[config.mk]
export PLATFORM = sky130hd
export DESIGN_NAME = binder_loss_accumulator
export DESIGN_NICKNAME = d
export VERILOG_FILES = /design/src/hdl/blac_pkg.sv /design/src/hdl/blac_ram.sv /design/src/hdl/blac_label_counts.sv /design/src/hdl/blac_pair_table.sv /design/src/hdl/binder_loss_accumulator.sv
export VERILOG_INCLUDE_DIRS = /design/src /design/src/hdl
export SDC_FILE = /design/constraint.sdc
export NUM_CORES = 2
export LEC_CHECK = 0
export ABC_CLOCK_PERIOD_IN_PS = 27200
export BUFFER_PORTS_ARGS = -buffer_cell sky130_fd_sc_hd__buf_4
export CORE_AREA = 2 2 565 567
export CTS_BUF_LIST = sky130_fd_sc_hd__clkbuf_4
export CTS_CLUSTER_DIAMETER = 30
export DETAILED_ROUTE_END_ITERATION = 7
export DIE_AREA = 0 0 567 569
export GPL_TIMING_DRIVEN = 0
export PLACE_DENSITY = 0.73
export SLEW_MARGIN = 5
export SYNTH_ARGS = -nofsm -noshare
export SYNTH_HDL_FRONTEND = slang
export SYNTH_HIERARCHICAL = 1
export SYNTH_SLANG_ARGS = --single-unit
[constraint.sdc]
create_clock -name clk -period 27.2 [get_ports clk]
set_input_delay 2.72 -clock clk [delete_from_list [all_inputs] [get_ports clk]]
set_output_delay 2.72 -clock clk [all_outputs]
set_load 0.05 [all_outputs]
[src/hdl/assert_macros.svh]
// ----------------------------------------------------------------------------
// assert_macros.svh
// Assertion helpers shared by the RTL. The assertion bodies are compiled only
// in simulation; synthesis sees empty macros.
// ----------------------------------------------------------------------------
`ifndef ASSERT_MACROS_SVH
`define ASSERT_MACROS_SVH

`ifndef SYNTHESIS

// Property must hold at every clock edge outside reset
`define BLAC_ASSERT(lbl, clk, rst, prop) \
  lbl: assert property (@(posedge clk) disable iff (rst) (prop)) \
    else $error("assertion failed");

// Condition must never be true outside reset
`define BLAC_NEVER(lbl, clk, rst, cond) \
  lbl: assert property (@(posedge clk) disable iff (rst) !(cond)) \
    else $error("forbidden condition seen");

`else

`define BLAC_ASSERT(lbl, clk, rst, prop)
`define BLAC_NEVER(lbl, clk, rst, cond)

`endif

`endif

[src/hdl/blac_pkg.sv]
// ----------------------------------------------------------------------------
// blac_pkg
// Shared widths, parameter defaults and the update control bundle of the
// clustering comparison accumulator.
// ----------------------------------------------------------------------------
package blac_pkg;

  // Fixed field widths
  localparam int LABEL_W = 4;
  localparam int SUM_W   = 26;
  localparam int OBS_W   = 13;

  // Parameter defaults
  localparam int DEF_MAX_CLUSTERS = 16;
  localparam int DEF_MAX_OBS      = 4096;

  // Per-cycle update control for the count stores
  typedef struct packed {
    logic inc;    // add one at the addressed entry
    logic clear;  // zero every entry (wins over inc)
  } blac_upd_t;

endpackage

[src/hdl/blac_ram.sv]
// ----------------------------------------------------------------------------
// blac_ram
// Generic single-write, single-read RAM with registered read data.
// ----------------------------------------------------------------------------
module blac_ram #(
  parameter int WIDTH = 8,
  parameter int DEPTH = 16
) (
  input  logic                     clk,
  input  logic                     we,
  input  logic [$clog2(DEPTH)-1:0] waddr,
  input  logic [WIDTH-1:0]         wdata,
  input  logic                     re,
  input  logic [$clog2(DEPTH)-1:0] raddr,
  output logic [WIDTH-1:0]         rdata
);

  logic [WIDTH-1:0] mem [DEPTH];

  // Write port
  always_ff @(posedge clk) begin
    if (we) begin
      mem[waddr] <= wdata;
    end
  end

  // Registered read port, holds when not reading
  always_ff @(posedge clk) begin
    if (re) begin
      rdata <= mem[raddr];
    end
  end

endmodule

[src/hdl/blac_label_counts.sv]
// ----------------------------------------------------------------------------
// blac_label_counts
// Per-label observation counters of one clustering: one read and one
// increment per cycle at the same label; clear zeroes every counter at once.
// ----------------------------------------------------------------------------
module blac_label_counts import blac_pkg::*; #(
  parameter int NUM_LABELS = DEF_MAX_CLUSTERS,
  parameter int CNT_W      = $clog2(DEF_MAX_OBS + 1)
) (
  input  logic                          clk,
  input  logic                          rst,
  input  logic [$clog2(NUM_LABELS)-1:0] lbl,
  input  blac_upd_t                     upd,
  output logic [CNT_W-1:0]              count
);

  logic [CNT_W-1:0] cnt [NUM_LABELS];

  assign count = cnt[lbl];

  // Increment the addressed counter; clear wipes all
  always_ff @(posedge clk) begin
    if (rst || upd.clear) begin
      for (int i = 0; i < NUM_LABELS; i++) begin
        cnt[i] <= '0;
      end
    end else if (upd.inc) begin
      cnt[lbl] <= count + 1'b1;
    end
  end

endmodule

[src/hdl/blac_pair_table.sv]
// ----------------------------------------------------------------------------
// blac_pair_table
// Contingency table of pair counts. Counts live in a RAM read at item accept,
// ahead of the work stage; per-entry valid bits give instant clearing, and
// a one-entry bypass covers a write landing after the next item's read.
// ----------------------------------------------------------------------------
module blac_pair_table import blac_pkg::*; #(
  parameter int DEPTH = DEF_MAX_CLUSTERS * DEF_MAX_CLUSTERS,
  parameter int CNT_W = $clog2(DEF_MAX_OBS + 1)
) (
  input  logic                     clk,
  input  logic                     rst,
  // read side, at item accept
  input  logic                     rd_en,
  input  logic [$clog2(DEPTH)-1:0] rd_idx,
  // update side, for the item in the work stage
  input  logic [$clog2(DEPTH)-1:0] idx,
  input  blac_upd_t                upd,
  output logic [CNT_W-1:0]         count
);

  logic [DEPTH-1:0] vld;
  logic [CNT_W-1:0] ram_q;
  logic [CNT_W-1:0] count_next;
  logic             fwd_hit;
  logic [CNT_W-1:0] fwd_data;

  blac_ram #(
    .WIDTH (CNT_W),
    .DEPTH (DEPTH)
  ) u_ram (
    .clk   (clk),
    .we    (upd.inc),
    .waddr (idx),
    .wdata (count_next),
    .re    (rd_en),
    .raddr (rd_idx),
    .rdata (ram_q)
  );

  // Current count: bypass first, then RAM if the entry was written since clear
  always_comb begin
    if (fwd_hit) begin
      count = fwd_data;
    end else if (vld[idx]) begin
      count = ram_q;
    end else begin
      count = '0;
    end
  end

  assign count_next = count + 1'b1;

  // Bypass: the read for the incoming item misses a same-cycle write
  always_ff @(posedge clk) begin
    if (rst) begin
      fwd_hit <= 1'b0;
    end else if (rd_en) begin
      fwd_hit <= upd.inc && !upd.clear && (rd_idx == idx);
    end
  end

  always_ff @(posedge clk) begin
    if (rd_en) begin
      fwd_data <= count_next;
    end
  end

  // Entry valid bits
  always_ff @(posedge clk) begin
    if (rst || upd.clear) begin
      vld <= '0;
    end else if (upd.inc) begin
      vld[idx] <= 1'b1;
    end
  end

endmodule

[src/hdl/binder_loss_accumulator.sv]
// ----------------------------------------------------------------------------
// binder_loss_accumulator
// Compares two clusterings of the same observations and returns the exact
// numerator sum(r^2) + sum(c^2) - 2*sum(p^2) with the observation count.
// ----------------------------------------------------------------------------
// Usage: send one item per observation with both cluster labels; labels at
// or above the cluster limit count as the top cluster. The item flagged
// is_last yields one result (numerator, n, overflow), after which all
// counts restart from zero at once, with no clearing pass. The block takes
// one item every clock cycle, pausing only while a result waits under stall
// and the next last item sits in the input register. A result is registered
// as its last item leaves the input register; the pair-count RAM is read
// when an item is accepted and written back as the item leaves that
// register, together with the result register, with a one-entry bypass for
// back-to-back hits. Items beyond MAX_OBS only raise overflow.
// Divide the numerator by n*n in software for the scaled loss.
`include "assert_macros.svh"

module binder_loss_accumulator import blac_pkg::*; #(
  parameter int MAX_CLUSTERS = DEF_MAX_CLUSTERS,
  parameter int MAX_OBS      = DEF_MAX_OBS
) (
  input  logic               clk,
  input  logic               rst,
  // input channel
  input  logic               in_valid,
  output logic               in_stall,
  input  logic [LABEL_W-1:0] label_first,
  input  logic [LABEL_W-1:0] label_second,
  input  logic               is_last,
  // result channel
  output logic               out_valid,
  input  logic               out_stall,
  output logic [SUM_W-1:0]   disagreement_sum,
  output logic [OBS_W-1:0]   observation_total,
  output logic               overflow
);

  // Only labels reachable through the input field need storage
  localparam int NUM_LABELS = (MAX_CLUSTERS < (1 << LABEL_W)) ? MAX_CLUSTERS
                                                              : (1 << LABEL_W);
  localparam int LBL_W      = $clog2(NUM_LABELS);
  localparam int PAIR_DEPTH = NUM_LABELS * NUM_LABELS;
  localparam int PAIR_W     = $clog2(PAIR_DEPTH);
  localparam int CNT_W      = $clog2(MAX_OBS + 1);

  logic              accept;
  logic              fire;
  logic [LBL_W-1:0]  in_a;
  logic [LBL_W-1:0]  in_b;
  logic [PAIR_W-1:0] in_idx;

  // work stage
  logic              s1_valid;
  logic [LBL_W-1:0]  s1_a;
  logic [LBL_W-1:0]  s1_b;
  logic [PAIR_W-1:0] s1_idx;
  logic              s1_last;

  // running state
  logic [SUM_W-1:0]  running_sum;
  logic [CNT_W-1:0]  seen;
  logic              ovf;

  logic              room;
  blac_upd_t         upd;
  logic [CNT_W-1:0]  r_cnt;
  logic [CNT_W-1:0]  c_cnt;
  logic [CNT_W-1:0]  p_cnt;
  logic [SUM_W+CNT_W-1:0] r_ext;
  logic [SUM_W+CNT_W-1:0] c_ext;
  logic [SUM_W+CNT_W-1:0] p_ext;
  logic [SUM_W-1:0]  delta;
  logic [SUM_W-1:0]  sum_next;
  logic [CNT_W-1:0]  seen_next;
  logic              ovf_next;
  logic [OBS_W+CNT_W-1:0] seen_ext;

  // Handshake: work stage moves on unless its result cannot be parked
  assign fire     = s1_valid && (!s1_last || !out_valid || !out_stall);
  assign in_stall = s1_valid && !fire;
  assign accept   = in_valid && !in_stall;

  // Label saturation and pair index
  always_comb begin
    if (label_first >= LABEL_W'(NUM_LABELS - 1)) begin
      in_a = LBL_W'(NUM_LABELS - 1);
    end else begin
      in_a = label_first[LBL_W-1:0];
    end
    if (label_second >= LABEL_W'(NUM_LABELS - 1)) begin
      in_b = LBL_W'(NUM_LABELS - 1);
    end else begin
      in_b = label_second[LBL_W-1:0];
    end
    in_idx = PAIR_W'(PAIR_W'(in_a) * PAIR_W'(NUM_LABELS)) + PAIR_W'(in_b);
  end

  // Input register
  always_ff @(posedge clk) begin
    if (rst) begin
      s1_valid <= 1'b0;
    end else if (!in_stall) begin
      s1_valid <= in_valid;
    end
  end

  always_ff @(posedge clk) begin
    if (accept) begin
      s1_a    <= in_a;
      s1_b    <= in_b;
      s1_idx  <= in_idx;
      s1_last <= is_last;
    end
  end

  // Count stores
  assign room = (seen < CNT_W'(MAX_OBS));
  assign upd  = '{inc: fire && room, clear: fire && s1_last};

  blac_label_counts #(
    .NUM_LABELS (NUM_LABELS),
    .CNT_W      (CNT_W)
  ) u_first (
    .clk   (clk),
    .rst   (rst),
    .lbl   (s1_a),
    .upd   (upd),
    .count (r_cnt)
  );

  blac_label_counts #(
    .NUM_LABELS (NUM_LABELS),
    .CNT_W      (CNT_W)
  ) u_second (
    .clk   (clk),
    .rst   (rst),
    .lbl   (s1_b),
    .upd   (upd),
    .count (c_cnt)
  );

  blac_pair_table #(
    .DEPTH (PAIR_DEPTH),
    .CNT_W (CNT_W)
  ) u_pairs (
    .clk    (clk),
    .rst    (rst),
    .rd_en  (accept),
    .rd_idx (in_idx),
    .idx    (s1_idx),
    .upd    (upd),
    .count  (p_cnt)
  );

  // Square increments: 2r+1 + 2c+1 - 2(2p+1) = 2(r + c - 2p), modulo field
  assign r_ext = {{SUM_W{1'b0}}, r_cnt};
  assign c_ext = {{SUM_W{1'b0}}, c_cnt};
  assign p_ext = {{SUM_W{1'b0}}, p_cnt};
  assign delta = r_ext[SUM_W-1:0] + c_ext[SUM_W-1:0]
               - {p_ext[SUM_W-2:0], 1'b0};

  always_comb begin
    if (room) begin
      sum_next  = running_sum + {delta[SUM_W-2:0], 1'b0};
      seen_next = seen + 1'b1;
    end else begin
      sum_next  = running_sum;
      seen_next = seen;
    end
    ovf_next = ovf || !room;
  end

  // Running totals, restarted after a last item
  always_ff @(posedge clk) begin
    if (rst) begin
      running_sum <= '0;
      seen        <= '0;
      ovf         <= 1'b0;
    end else if (fire) begin
      if (s1_last) begin
        running_sum <= '0;
        seen        <= '0;
        ovf         <= 1'b0;
      end else begin
        running_sum <= sum_next;
        seen        <= seen_next;
        ovf         <= ovf_next;
      end
    end
  end

  // Result register
  assign seen_ext = {{OBS_W{1'b0}}, seen_next};

  always_ff @(posedge clk) begin
    if (rst) begin
      out_valid <= 1'b0;
    end else if (fire && s1_last) begin
      out_valid <= 1'b1;
    end else if (!out_stall) begin
      out_valid <= 1'b0;
    end
  end

  always_ff @(posedge clk) begin
    if (fire && s1_last) begin
      disagreement_sum  <= sum_next;
      observation_total <= seen_ext[OBS_W-1:0];
      overflow          <= ovf_next;
    end
  end

  // Checks
  `BLAC_ASSERT(a_result_from_last, clk, rst, $rose(out_valid) |-> $past(fire && s1_last))
  `BLAC_ASSERT(a_stall_cause, clk, rst, in_stall |-> (s1_valid && s1_last && out_valid))
  `BLAC_NEVER(a_seen_bound, clk, rst, seen > CNT_W'(MAX_OBS))
  `BLAC_ASSERT(a_ovf_at_limit, clk, rst, ovf |-> (seen == CNT_W'(MAX_OBS)))

endmodule
==> impl_metrics.csv <==
group,metric,value,unit
setup_path,critPathBufInv,3,
worst_hold_path,hold_depth,2,
power,powerDensity,73.04,nW/µm²
synth,synth_warnings,6,
run,maxCapViolCount,11,
setup_path,cp-start-kind,"register",
setup_path,required,28.53,ns
floorplanning,die_area,322600,µm²
synth,synth_ff_type,"edfxtp_1",
setup_path,crit_path_top_delay_cell,"edfxtp_1",
setup_path,r2r_end,"disagreement_sum[25]",
global_route,antenna_found_initial,28,
global_route,grt-ovfl-total,0,
setup_path,worst-r2r-setup-slack,17.29,ns
clocking,clk_pin_slew_worst_paths,0.06,ns
floorplanning,die_y,569,µm
sta,fmax,100.9,MHz
detailed_routing,drc_errors,0,
synth,syn_area,164100,µm²
detailed_routing,dr_total_vias,96953,
detailed_routing,ant_nets,0,
setup_path,path_class,"register to register",
setup_path,critPathMaxStageDelay,1.32,ns
setup_path,worst-path-stages,26,
finish,drive_above_1_share,31.24,%
synth,synth_seq_cells,4116,
power,ir_worst_vdd,0.04540,mV
placed_design,io_buffers,45,
synth,synth_area_per_cell,18.75,µm²
worst_hold_path,hold_path_class,"register to register",
sta,finalSetupTns,0,ns
sta,finalSetupViolations,0,
clocking,cts_buffers,1111,
sta,min_period,9.910,ns
sta,worst_pin_slew,1.656,ns
power,power.total,13580,µW
sta,rsz0062_at_grt,"no",
finish,layout_commonest_cell,"edfxtp_1",
clocking,cts_setup_buffers,0,
clocking,root_buffer,"clkbuf_4",
floorplanning,start_util,51.82,%
placed_design,post-dp-hpwl,343400,µm
finish,layout_common_cells,"3,818 x edfxtp_1, 1,499 x clkbuf_4, 938 x mux4_2",
synth,synth.distinct_cells,104,
global_route,grt_max_degree,133,
placed_design,pre_cts_slack,17.43,ns
clocking,cts_sinks,4116,
setup_path,r2r.worst_path.cells,26,
floorplanning,rows,207,
global_route,grt_pass1_vias,96122,
detailed_routing,wirelength,497600,µm
setup_path,cp_max_fo,12,
power,leakagePower,0.06165,µW
clocking,clock_latency,1.66,ns
setup_path,rr_startpoint,"s1_a[1]",
finish,syn_to_final_growth,13.31,%
detailed_routing,dr.pass1.iters,8,
sta,hold_violations,0,
clocking,cts_resized,0,
synth,synth_enable_flop_cells,3818,
synth,async_flop_share,0,%
floorplanning,pin_count,55,
clocking,cts_buffer_depth,5,
finish,fin_nets,10146,
setup_path,cp-end-kind,"register",
global_route,grt_pass1_wl,691100,µm
detailed_routing,first_iter_violations,15548,
sta,slew_headroom,-11.17,%
synth,syn-num-nets,8821,
outcome,violations,"max-capacitance violations, max-slew violations",
sta,fin_crit_sh,36.43,%
clocking,tritoncts,"yes",
setup_path,worstPathArrival,11.24,ns
sta,drv_slew,54,
detailed_routing,wl_per_cell,33.37,µm
floorplanning,core_area,316800,µm²
worst_hold_path,min-delay-start,"u_pairs/vld[66]",
global_route,grt_usage,30.87,%
synth,syn_inst,8752,
detailed_routing,avgViaCountPerCell,6.501,
outcome,status,"finished, violations left",
synth,ys_seq_area_share,73.49,%
placed_design,gp_routability_congestion,0.9946,
worst_hold_path,hold_path_end,"u_pairs/vld[66]",
sta,setup_ws,17.29,ns
clocking,hold_buffers,0,
setup_path,crit_family,"compound AO/OA/AOI/OAI gates",
sta,skew,0.1287,ns
floorplanning,die_w,567,µm
clocking,cts_max_level,7,
cells in the mapped netlist (13+ instances only):
| library cell | count | area share, % |
|---|---|---|
| nand4_1 | 25 | 0.095 |
| and2_1 | 18 | 0.069 |
| nand3_1 | 50 | 0.15 |
| dfxtp_1 | 298 | 3.6 |
| xor2_1 | 25 | 0.13 |
| mux2i_1 | 277 | 1.7 |
| o21ai_1 | 42 | 0.13 |
| nor4_1 | 19 | 0.072 |
| inv_1 | 76 | 0.17 |
| nand2_1 | 253 | 0.58 |
| a211oi_1 | 44 | 0.20 |
| mux4_1 | 24 | 0.38 |
| buf_2 | 114 | 0.35 |
| o21a_1 | 13 | 0.059 |
| xnor2_2 | 16 | 0.16 |
| a31oi_1 | 16 | 0.061 |
| a22o_1 | 40 | 0.21 |
| a221oi_1 | 54 | 0.29 |
| clkbuf_1 | 277 | 0.63 |
| a22oi_1 | 133 | 0.61 |
| nand2b_1 | 27 | 0.10 |
| nand2_2 | 20 | 0.076 |
| buf_6 | 61 | 0.42 |
| xnor2_1 | 37 | 0.20 |
| buf_1 | 31 | 0.071 |
| nor2_1 | 1003 | 2.3 |
| ha_1 | 43 | 0.33 |
| nor2b_1 | 56 | 0.21 |
| o21ai_0 | 37 | 0.11 |
| o22ai_1 | 45 | 0.17 |
| mux4_2 | 938 | 13 |
| o221ai_1 | 70 | 0.37 |
| edfxtp_1 | 3818 | 70 |
| nor3_1 | 55 | 0.17 |
| a21oi_1 | 387 | 1.2 |
| nor2_2 | 40 | 0.15 |
| fa_1 | 13 | 0.16 |
| buf_4 | 51 | 0.23 |
registers in the layout, indices dropped and copies added (netlist names), 3 cells and up:
name,count
disagreement_sum,25
observation_total,13
running_sum,25
s1_a,4
s1_b,3
seen,13
u_first/cnt,208
u_pairs/fwd_data,13
u_pairs/u_ram/mem,3328
u_pairs/u_ram/rdata,13
u_pairs/vld,256
u_second/cnt,208
tightest hold or removal path, stage by stage (launching register included):
cell	delay [ns]
dfxtp_1	0.32
a21oi_1	0.04
nor2_1	0.07
power breakdown:
part | switching, µW | leakage [µW] | internal, µW
Sequential | 25.1 | 0.0378 | 7090
Combinational | 962 | 0.0162 | 449
Clock | 2410 | 0.00760 | 2640
Total | 3400 | 0.0616 | 10200
layout make-up:
cell class,instances,area [µm²]
fill,22957,130800
sequential,4116,120600
multi-input combinational,3998,40750
clock buffer,1499,11250
tap,4180,5230
timing repair buffer,212,3256
buffer,556,3199
clock inverter,248,1297
inverter,82,315.3
antenna,22,55.05
layer usage:
| layer | vias up | share of wire (%) | global-route usage [%] |
|---|---|---|---|
| met5 | - | 0.026 | 0 |
| met4 | 16 | 6.2 | 19.32 |
| met3 | 1395 | 15 | 11.06 |
| met2 | 7878 | 45 | 45.89 |
| met1 | 49130 | 33 | 38.80 |
| li1 | 38534 | - | - |
worst max path at each step:
stage | from | to | slack [ns]
finish | s1_a[1] | disagreement_sum[25] | 17.29
global route | s1_a[1] | disagreement_sum[25] | 17.11
CTS | s1_a[1] | disagreement_sum[25] | 17.39
detailed placement | s1_a[1] | disagreement_sum[25] | 17.43
global placement | s1_a[1] | u_pairs/u_ram/mem[2][6] | 4.29
floorplan | s1_b[1] | u_pairs/fwd_data[10] | 15.49
cells by family after synthesis:
group	after synthesis	share of synthesized area, %
buf+inv	638	2.108
xor+xnor	82	0.5290
fa+ha+maj	56	0.4864
mux	1248	15.01
other cells	1	0.002285
flops	4116	73.49
compound gates	985	4.037
simple gates	1626	4.344
stage by stage:
stage / hold WS (ns) / utilization [%] / cells / instance area, µm²
after global routing: 0.4804 / 58.71 / 14904 / 186000
final: 0.4573 / 58.71 / 14913 / 186000
after floorplan: 0.4284 / - / 8752 / 164100
after detailed placement: 0.4488 / 54.65 / 13139 / 173100
after global placement: 0.4395 / 53.57 / 12977 / 169700
after CTS: 0.4633 / 58.61 / 14886 / 185700
(Power assumes the default switching activity.)
